[config.mk]
export PLATFORM = sky130hd
export DESIGN_NAME = ctsf_queue
export DESIGN_NICKNAME = d
export VERILOG_FILES = /design/src/rtl/core/ctsf_pkg.sv /design/src/rtl/core/ctsf_queue.sv
export SDC_FILE = /design/constraint.sdc
export NUM_CORES = 1
export LEC_CHECK = 0
export BUFFER_PORTS_ARGS = -buffer_cell sky130_fd_sc_hd__buf_2
export CAP_MARGIN = 20
export CORE_MARGIN = 2
export CORE_UTILIZATION = 56
export CTS_CLUSTER_SIZE = 20
export DETAILED_ROUTE_END_ITERATION = 6
export GPL_TIMING_DRIVEN = 1
export PLACE_DENSITY = 0.95
export REMOVE_ABC_BUFFERS = 1
export SYNTH_ARGS = -nofsm -noshare
export SYNTH_HDL_FRONTEND = slang
export SYNTH_SLANG_ARGS = --single-unit
[constraint.sdc]
create_clock -name i_clk -period 9.98 [get_ports i_clk]
set_input_delay 1.996 -clock i_clk [delete_from_list [all_inputs] [get_ports i_clk]]
set_output_delay 1.996 -clock i_clk [all_outputs]
set_load 0.03 [all_outputs]
[src/rtl/core/ctsf_pkg.sv]
`timescale 1ns / 1ps
`default_nettype none

package ctsf_pkg;

    localparam int FRAC_BITS_DEF   = 16;
    localparam int QUEUE_DEPTH_DEF = 2;

    localparam int IN_W        = 18;
    localparam int OUT_W       = 26;
    localparam int NODE_W      = 4;
    localparam int IN_TDATA_W  = 40;
    localparam int OUT_TDATA_W = 88;

    localparam longint OUT_MAX = 64'sd33554431;
    localparam longint OUT_MIN = -64'sd33554432;

    // node numbering: vertices 0..2, edge nodes 3..8, center node 9
    localparam logic [NODE_W-1:0] NODE_V0  = 4'd0;
    localparam logic [NODE_W-1:0] NODE_V1  = 4'd1;
    localparam logic [NODE_W-1:0] NODE_V2  = 4'd2;
    localparam logic [NODE_W-1:0] NODE_E3  = 4'd3;
    localparam logic [NODE_W-1:0] NODE_E4  = 4'd4;
    localparam logic [NODE_W-1:0] NODE_E5  = 4'd5;
    localparam logic [NODE_W-1:0] NODE_E6  = 4'd6;
    localparam logic [NODE_W-1:0] NODE_E7  = 4'd7;
    localparam logic [NODE_W-1:0] NODE_E8  = 4'd8;
    localparam logic [NODE_W-1:0] NODE_CTR = 4'd9;

    // coordinate magnitude base: larger of the fraction width and the input range
    function automatic int base_w(input int frac);
        return (frac > IN_W - 1) ? frac : IN_W - 1;
    endfunction

    // rounded square / cross product of two coordinates
    function automatic int sq_w(input int frac);
        return 2 * IN_W - frac;
    endfunction

    // queue record: c, e, cc, ee, ce (c lowest)
    function automatic int rec_w(input int frac);
        return 2 * IN_W + 3 * sq_w(frac);
    endfunction

    // factors of the shape-function products
    function automatic int fac_w(input int frac);
        return base_w(frac) + 6;
    endfunction

    // rounded inner product
    function automatic int inn_w(input int frac);
        return 2 * base_w(frac) - frac + 10;
    endfunction

    // derivative sums
    function automatic int der_w(input int frac);
        return ((sq_w(frac) > base_w(frac)) ? sq_w(frac) : base_w(frac)) + 11;
    endfunction

endpackage

`default_nettype wire

[src/rtl/core/ctsf_queue.sv]
`timescale 1ns / 1ps
`default_nettype none

module ctsf_queue
    import ctsf_pkg::*;
#(
    parameter int WIDTH = rec_w(FRAC_BITS_DEF),
    parameter int DEPTH = QUEUE_DEPTH_DEF
) (
    input  wire logic             i_clk,
    input  wire logic             i_rst_n,
    input  wire logic             i_push,
    input  wire logic [WIDTH-1:0] i_data,
    output logic                  o_ready,
    input  wire logic             i_pop,
    output logic                  o_valid,
    output logic [WIDTH-1:0]      o_data
);

    localparam int AW = (DEPTH > 1) ? $clog2(DEPTH) : 1;
    localparam int CW = $clog2(DEPTH + 1);
    localparam logic [AW-1:0] LAST_SLOT = AW'(DEPTH - 1);
    localparam logic [CW-1:0] FULL      = CW'(DEPTH);

    logic [WIDTH-1:0] r_mem [DEPTH];
    logic [AW-1:0]    r_wptr, r_rptr;
    logic [CW-1:0]    r_count;

    assign o_ready = (r_count != FULL);
    assign o_valid = (r_count != '0);
    assign o_data  = r_mem[r_rptr];

    always_ff @(posedge i_clk) begin
        if (!i_rst_n) begin
            r_wptr  <= '0;
            r_rptr  <= '0;
            r_count <= '0;
        end else begin
            if (i_push) begin
                r_wptr <= (r_wptr == LAST_SLOT) ? '0 : r_wptr + 1'b1;
            end
            if (i_pop) begin
                r_rptr <= (r_rptr == LAST_SLOT) ? '0 : r_rptr + 1'b1;
            end
            if (i_push && !i_pop) begin
                r_count <= r_count + 1'b1;
            end else if (i_pop && !i_push) begin
                r_count <= r_count - 1'b1;
            end
        end
    end

    always_ff @(posedge i_clk) begin
        if (i_push) begin
            r_mem[r_wptr] <= i_data;
        end
    end

endmodule

`default_nettype wire

==> metrics.csv, run 1 <==
stage;metric;value;unit
min_path;holdCritPathClass;flop to flop;
min_path;holdCritStartpoint;r_count[1];
cts;cts_resized;0;
layout;drive_above_1_share;60.8;%
timing;slew_viol_final;0;
cts;clock_latency;0.42;ns
logic_synthesis;ys_ff_latch;197;
timing;timing.fmax;218;MHz
setup_path;worst_r2r_endpoint;r_mem[1][40];
placement;portBuffers;197;
logic_synthesis;synth_top_cells_by_area;edfxtp_1 (78%), mux2_2 (8.6%), mux2_4 (8.2%);
detailed_routing;detail_route.wl_per_cell;17.9;um
logic_synthesis;synth.distinct_cells;20;
power;p_comb_share;13.4;%
power;p_sw;0.449;mW
logic_synthesis;syn-mean-instance-area;22.9;sq um
layout;final_common_cell;buf_2;
global_routing;grt_overflow_total;0;
placement;gp_congestion;0.707;
global_routing;antenna_found_initial;1;
cts;clk_pin_slew;0.06;ns
logic_synthesis;synthXorXnorAreaFrac;0.358;%
detailed_routing;vias_per_cell;5.06;
power;intPower;1.42;mW
floorplanning;core-area;12700;sq um
detailed_routing;drt_iter0_drc;257;
layout;final_area;9040;sq um
timing;period_needed;4.59;ns
layout;fill_cells;832;
floorplanning;initial_core_util;57.7;%
timing;finClkSkew;0.00412;ns
layout;nets;631;
power;power_leakage;3.49;nW
timing;fin_crit_sh;46.0;%
cts;cts_tree;built;
setup_path;r2r-start;r_wptr;
power;p_clk_share;34.4;%
power;peakVddDrop;0.000153;V
cts;numCtsBuffers;17;
floorplanning;die_area;14100;sq um
detailed_routing;drc;0;
logic_synthesis;synth_top_area_share;78.5;%
logic_synthesis;yosys_warnings;0;
setup_path;reg2reg_slack;7.89;ns
setup_path;crit_required;7.98;ns
detailed_routing;vias;3617;
floorplanning;die_w;119;um
setup_path;cp-end-kind;output port;
min_path;hold_end;r_count[1];
run;maxCapViolations;0;
timing;worst_pin_slew;0.789;ns
placement;dp_hpwl;8.55;mm
power;power.density;207;nW/um^2
logic_synthesis;synthSimpleGateAreaFrac;0.766;%
global_routing;grt_util_all_layers;18.4;%
global_routing;grt_pass1_vias;3813;
status;run_status;finished, final reports clean;
layout;final_cell_mix;buf_2 (197), edfxtp_1 (192), mux2_2 (56), mux2_4 (40), clkbuf_16 (17);
detailed_routing;drtAntennaViolNets;0;
floorplanning;die_y;119;um
timing;relSlewSlack;47.4;%
setup_path;critPathArrivalTime;2.60;ns
global_routing;grt_first_pass_wirelength;19.5;mm
logic_synthesis;synth_top_area_cell;edfxtp_1;
logic_synthesis;muxShareOfSynthArea;16.8;%
logic_synthesis;postSynthCellCount;321;
cts;cts_sinks;197;
timing;rsz0062_at_grt;false;
placement;dpl_cell_area;8450;sq um
logic_synthesis;syn_area;7350;sq um
cts;ctsHoldBuffers;0;
cts;clockRootBuffer;clkbuf_16;
global_routing;grt_max_degree;58;
setup_path;path_max_fanout;50;
floorplanning;floorplan.rows;41;
logic_synthesis;seq_area_frac_synth;79.8;%
detailed_routing;routed_wl;12.8;mm
cts;cts-htree-levels;4;
timing;hold_viol_final;0;
layout;synthToLayoutAreaGrowth;23.0;%
floorplanning;io_pins;198;
setup_path;reg2reg_depth;2;
min_path;hold_depth;2;
timing;setup_viol;0;
logic_synthesis;synth_top_family_by_area;multiplexers;
timing;finalSetupTns;0;ns
layout;utilization;71.0;%
timing;whs;0.558;ns
setup_path;cp-start-kind;flop;
power;seq_power_share;52.2;%
cts;clockBufferDepth;2;
detailed_routing;first_pass_iters;4;
logic_synthesis;synth_compound_area_share;0.272;%
cts;cts_setup_buffers;0;
logic_synthesis;synthAdderAreaFrac;0.170;%
layout;insertedDiodeCount;0;
setup_path;path_class;flop to output port;
power;p_sw_share;24.0;%
worst max-delay path by stage:
stage                       from      endpoint  slack (ns)  cells past startpoint
after floorplan           i_push   r_mem[0][0]        3.21                      1
after global placement    i_push  r_mem[0][19]        5.76                      3
after detailed placement  i_push  r_mem[0][19]        5.69                      3
after CTS                   flop    o_data[88]        5.35                      3
after global routing        flop     o_data[5]        5.26                      3
final                       flop     o_data[2]        5.39                      3
per-stage QoR:
stage	setup slack (ns)	power [mW]	cells
6_report	5.39	1.87	715
3_5_place_dp	5.69	1.24	682
2_1_floorplan	3.21	1.17	310
5_1_grt	5.26	1.93	715
3_3_place_gp	5.76	1.23	682
4_1_cts	5.35	1.88	714
state kept, by name (all words and copies together) (netlist names), named ones only:
signal / count
r_count: 2
r_wptr: 1
r_rptr: 1
r_mem: 192
power by group through the flow:
stage / clock, mW / combinational, mW / sequential, mW
floorplan: 0 / 0.174 / 0.998
global placement: 0 / 0.244 / 0.990
detailed placement: 0 / 0.250 / 0.994
CTS: 0.655 / 0.252 / 0.976
global route: 0.684 / 0.263 / 0.979
finish: 0.643 / 0.250 / 0.976
final cells by class:
| class | count | area [sq um] | share of cell area, % |
|---|---|---|---|
| Multi-Input combinational cell | 112 | 1360 | 15.0 |
| Tap cell | 172 | 215 | 2.38 |
| Timing Repair Buffer | 201 | 1030 | 11.4 |
| Clock buffer | 18 | 429 | 4.75 |
| Clock inverter | 14 | 136 | 1.51 |
| Inverter | 1 | 3.75 | 0.0415 |
| Sequential cell | 197 | 5870 | 64.9 |
synth_stat cells (all sizes together):
library cell,instances
a21boi,1
and2,4
buf,11
dfxtp,5
edfxtp,192
ha,1
inv,1
mux2,96
nand2b,1
nor2b,2
o21a,1
o21ai,1
or2,1
or3,1
xnor2,1
xor2,2
cell families after synthesis:
logic type,count (synthesis)
DFF,197
AOI/OAI and AO/OA,3
and+or+nand+nor,9
buffers and inverters,12
adders and majority gates,1
muxes,96
xor gates and xnor gates,3
worst max-delay path: stages (launching register included):
cell and delay [ns]:
dfxtp_4 0.80, buf_4 0.72, mux2_2 0.42, buf_2 0.18
per-layer routing:
metal	GRT usage, %	vias to the layer above	part of all wire (%)
met5	0	-	0
met4	7.22	0	1.5
met3	5.50	14	5.8
met2	32.8	131	54
met1	20.7	1781	39
li1	-	1691	-
Power figures use the tool's default switching activity.
==> run 2, diff against run 1 <==
--- a/config.mk
+++ b/config.mk
@@ -8,11 +8,11 @@
 export BUFFER_PORTS_ARGS = -buffer_cell sky130_fd_sc_hd__buf_2
 export CAP_MARGIN = 20
 export CORE_MARGIN = 2
-export CORE_UTILIZATION = 56
+export CORE_UTILIZATION = 52
 export CTS_CLUSTER_SIZE = 20
 export DETAILED_ROUTE_END_ITERATION = 6
 export GPL_TIMING_DRIVEN = 1
-export PLACE_DENSITY = 0.95
+export PLACE_DENSITY = 0.91
 export REMOVE_ABC_BUFFERS = 1
 export SYNTH_ARGS = -nofsm -noshare
 export SYNTH_HDL_FRONTEND = slang
==> constraint.sdc (replaced) <==
create_clock -name i_clk -period 4.23 [get_ports i_clk]
set_input_delay 0.846 -clock i_clk [delete_from_list [all_inputs] [get_ports i_clk]]
set_output_delay 0.846 -clock i_clk [all_outputs]
set_load 0.03 [all_outputs]
==> run 2 against run 1 <==
Net effect: register-to-register slack got worse by 5.5 ns; sequential power increased by 140%; design area increased by 0.50%; cell count increased by 1.1%; hold slack got worse by 0.024 ns; setup slack got worse by 4.2 ns; critical endpoint is now o_data[33]; largest cell class unchanged.
==> metrics.csv, run 2 (synthesized netlist as in run 1, its figures left out) <==
stage;metric;value;unit;change
setup_path;path_class;flop to output port;;unchanged
floorplanning;io_pins;198;;unchanged
min_path;hold_depth;2;;unchanged
layout;utilization;65.7;%;was 71.0%
timing;finClkSkew;0.00766;ns;was 0.00412 ns
timing;worst_pin_slew;0.704;ns;was 0.789 ns
run;maxCapViolations;0;;unchanged
floorplanning;initial_core_util;53.1;%;was 57.7%
detailed_routing;drt_iter0_drc;252;;was 257
detailed_routing;vias_per_cell;5.00;;was 5.06
timing;finalSetupTns;0;ns;unchanged
global_routing;grt_first_pass_wirelength;18.6;mm;was 19.5 mm
cts;clock_latency;0.42;ns;about the same
cts;ctsHoldBuffers;0;;unchanged
timing;period_needed;3.08;ns;
floorplanning;core-area;13800;sq um;was 12,700 sq um
cts;clk_pin_slew;0.07;ns;was 0.06 ns
floorplanning;floorplan.rows;43;;was 41
power;power_leakage;3.50;nW;was 3.49 nW
cts;cts_resized;0;;unchanged
layout;final_common_cell;buf_2;;unchanged
power;power.density;492;nW/um^2;was 207 nW/um^2
layout;drive_above_1_share;60.8;%;unchanged
setup_path;critPathArrivalTime;2.23;ns;was 2.60 ns
timing;setup_viol;0;;unchanged
floorplanning;die_y;123;um;was 119 um
detailed_routing;drtAntennaViolNets;0;;unchanged
status;run_status;finished, final reports clean;;unchanged
timing;rsz0062_at_grt;false;;unchanged
layout;final_cell_mix;buf_2 (197), edfxtp_1 (192), mux2_2 (56), mux2_4 (40), clkbuf_16 (17);;unchanged
cts;cts_sinks;197;;unchanged
cts;cts_setup_buffers;0;;unchanged
timing;fin_crit_sh;72.8;%;
setup_path;r2r-start;r_wptr;;unchanged
min_path;holdCritStartpoint;r_count[1];;unchanged
detailed_routing;first_pass_iters;4;;unchanged
setup_path;crit_required;3.38;ns;was 7.98 ns
floorplanning;die_w;123;um;was 119 um
timing;hold_viol_final;0;;unchanged
setup_path;reg2reg_depth;2;;unchanged
timing;timing.fmax;325;MHz;
detailed_routing;vias;3615;;was 3,617
layout;largestRegisters;r_mem x192, r_count x2;;unchanged
min_path;holdCritPathClass;flop to flop;;unchanged
cts;clockBufferDepth;2;;unchanged
detailed_routing;detail_route.wl_per_cell;17.3;um;was 17.9 um
global_routing;grt_util_all_layers;16.8;%;was 18.4%
floorplanning;die_area;15100;sq um;was 14,100 sq um
timing;slew_viol_final;0;;unchanged
detailed_routing;routed_wl;12.5;mm;was 12.8 mm
timing;relSlewSlack;53.1;%;was 47.4%
global_routing;grt_pass1_vias;3720;;was 3,813
layout;insertedDiodeCount;0;;unchanged
setup_path;reg2reg_slack;2.38;ns;was 7.89 ns
cts;numCtsBuffers;17;;unchanged
placement;gp_congestion;0.676;;was 0.707
setup_path;path_max_fanout;51;;was 50
setup_path;cp-start-kind;flop;;unchanged
layout;synthToLayoutAreaGrowth;23.6;%;was 23.0%
layout;largest_register_ffs;192;;unchanged
setup_path;cp-end-kind;output port;;unchanged
detailed_routing;drc;0;;unchanged
placement;dp_hpwl;8.45;mm;was 8.55 mm
setup_path;worst_r2r_endpoint;r_mem[0][33];;was r_mem[1][40]
cts;clockRootBuffer;clkbuf_16;;unchanged
cts;cts_tree;built;;unchanged
cts;cts-htree-levels;4;;unchanged
layout;top_register;r_mem;;unchanged
timing;fin_ws;1.15;ns;was 5.39 ns
placement;dpl_worst_slack;1.59;ns;was 5.69 ns
layout;nets;631;;unchanged
min_path;hold_end;r_count[1];;unchanged
power;peakVddDrop;0.000293;V;was 0.000153 V
timing;whs;0.535;ns;was 0.558 ns
placement;portBuffers;197;;unchanged
global_routing;grt_overflow_total;0;;unchanged
global_routing;grt_max_degree;53;;was 58
global_routing;antenna_found_initial;0;;was 1
-- run 2: cell count changes in the layout (fill, tap and decap cells not counted), sizes merged --
cell / delta
bufinv: +1
clkinvlp: -1
clkinv: -1
inv: +1
-- run 2: how the worst max path moves through the flow --
| stage | from | end | slack [ns] |
|---|---|---|---|
| finish | flop | o_data[33] | 1.15 |
| detailed placement | flop | o_data[33] | 1.59 |
| global route | flop | o_data[33] | 1.04 |
| global placement | flop | o_data[31] | 1.63 |
| CTS | flop | o_data[33] | 1.11 |
| floorplan | i_push | r_mem[0][0] | -1.39 |
-- run 2: critical path, stage by stage, from the launching register on --
cell and delay, ns:
dfxtp_4 0.80, buf_12 0.37, mux2_2 0.39, buf_2 0.18
-- run 2: stage by stage --
step | area (sq um) | power (mW) | std cells
global route | 9080 | 4.62 | 723
CTS | 9080 | 4.51 | 723
global placement | 8500 | 2.92 | 691
finish | 9080 | 4.46 | 723
floorplan | 7220 | 2.77 | 310
detailed placement | 8500 | 2.94 | 691
-- run 2: power by group --
part | switching [mW] | internal [mW]
Clock | 0.648 | 0.925
Combinational | 0.358 | 0.232
Sequential | 0.0464 | 2.26
Total | 1.05 | 3.41
-- run 2: metal layers --
| layer | track usage (%) | share of wire (%) | up-vias |
|---|---|---|---|
| met2 | 28.3 | 52 | 147 |
| met1 | 19.8 | 39 | 1758 |
| met4 | 7.11 | 1.9 | 0 |
| met3 | 5.48 | 6.5 | 23 |
| met5 | 0 | 0 | - |
| li1 | - | - | 1687 |
-- run 2: cell type report --
type	count	area, sq um
Clock inverter	14	159
Timing Repair Buffer	201	1040
Tap cell	180	225
Clock buffer	18	429
Multi-Input combinational cell	112	1360
Inverter	1	3.75
Sequential cell	197	5870
Fill cell	925	4740
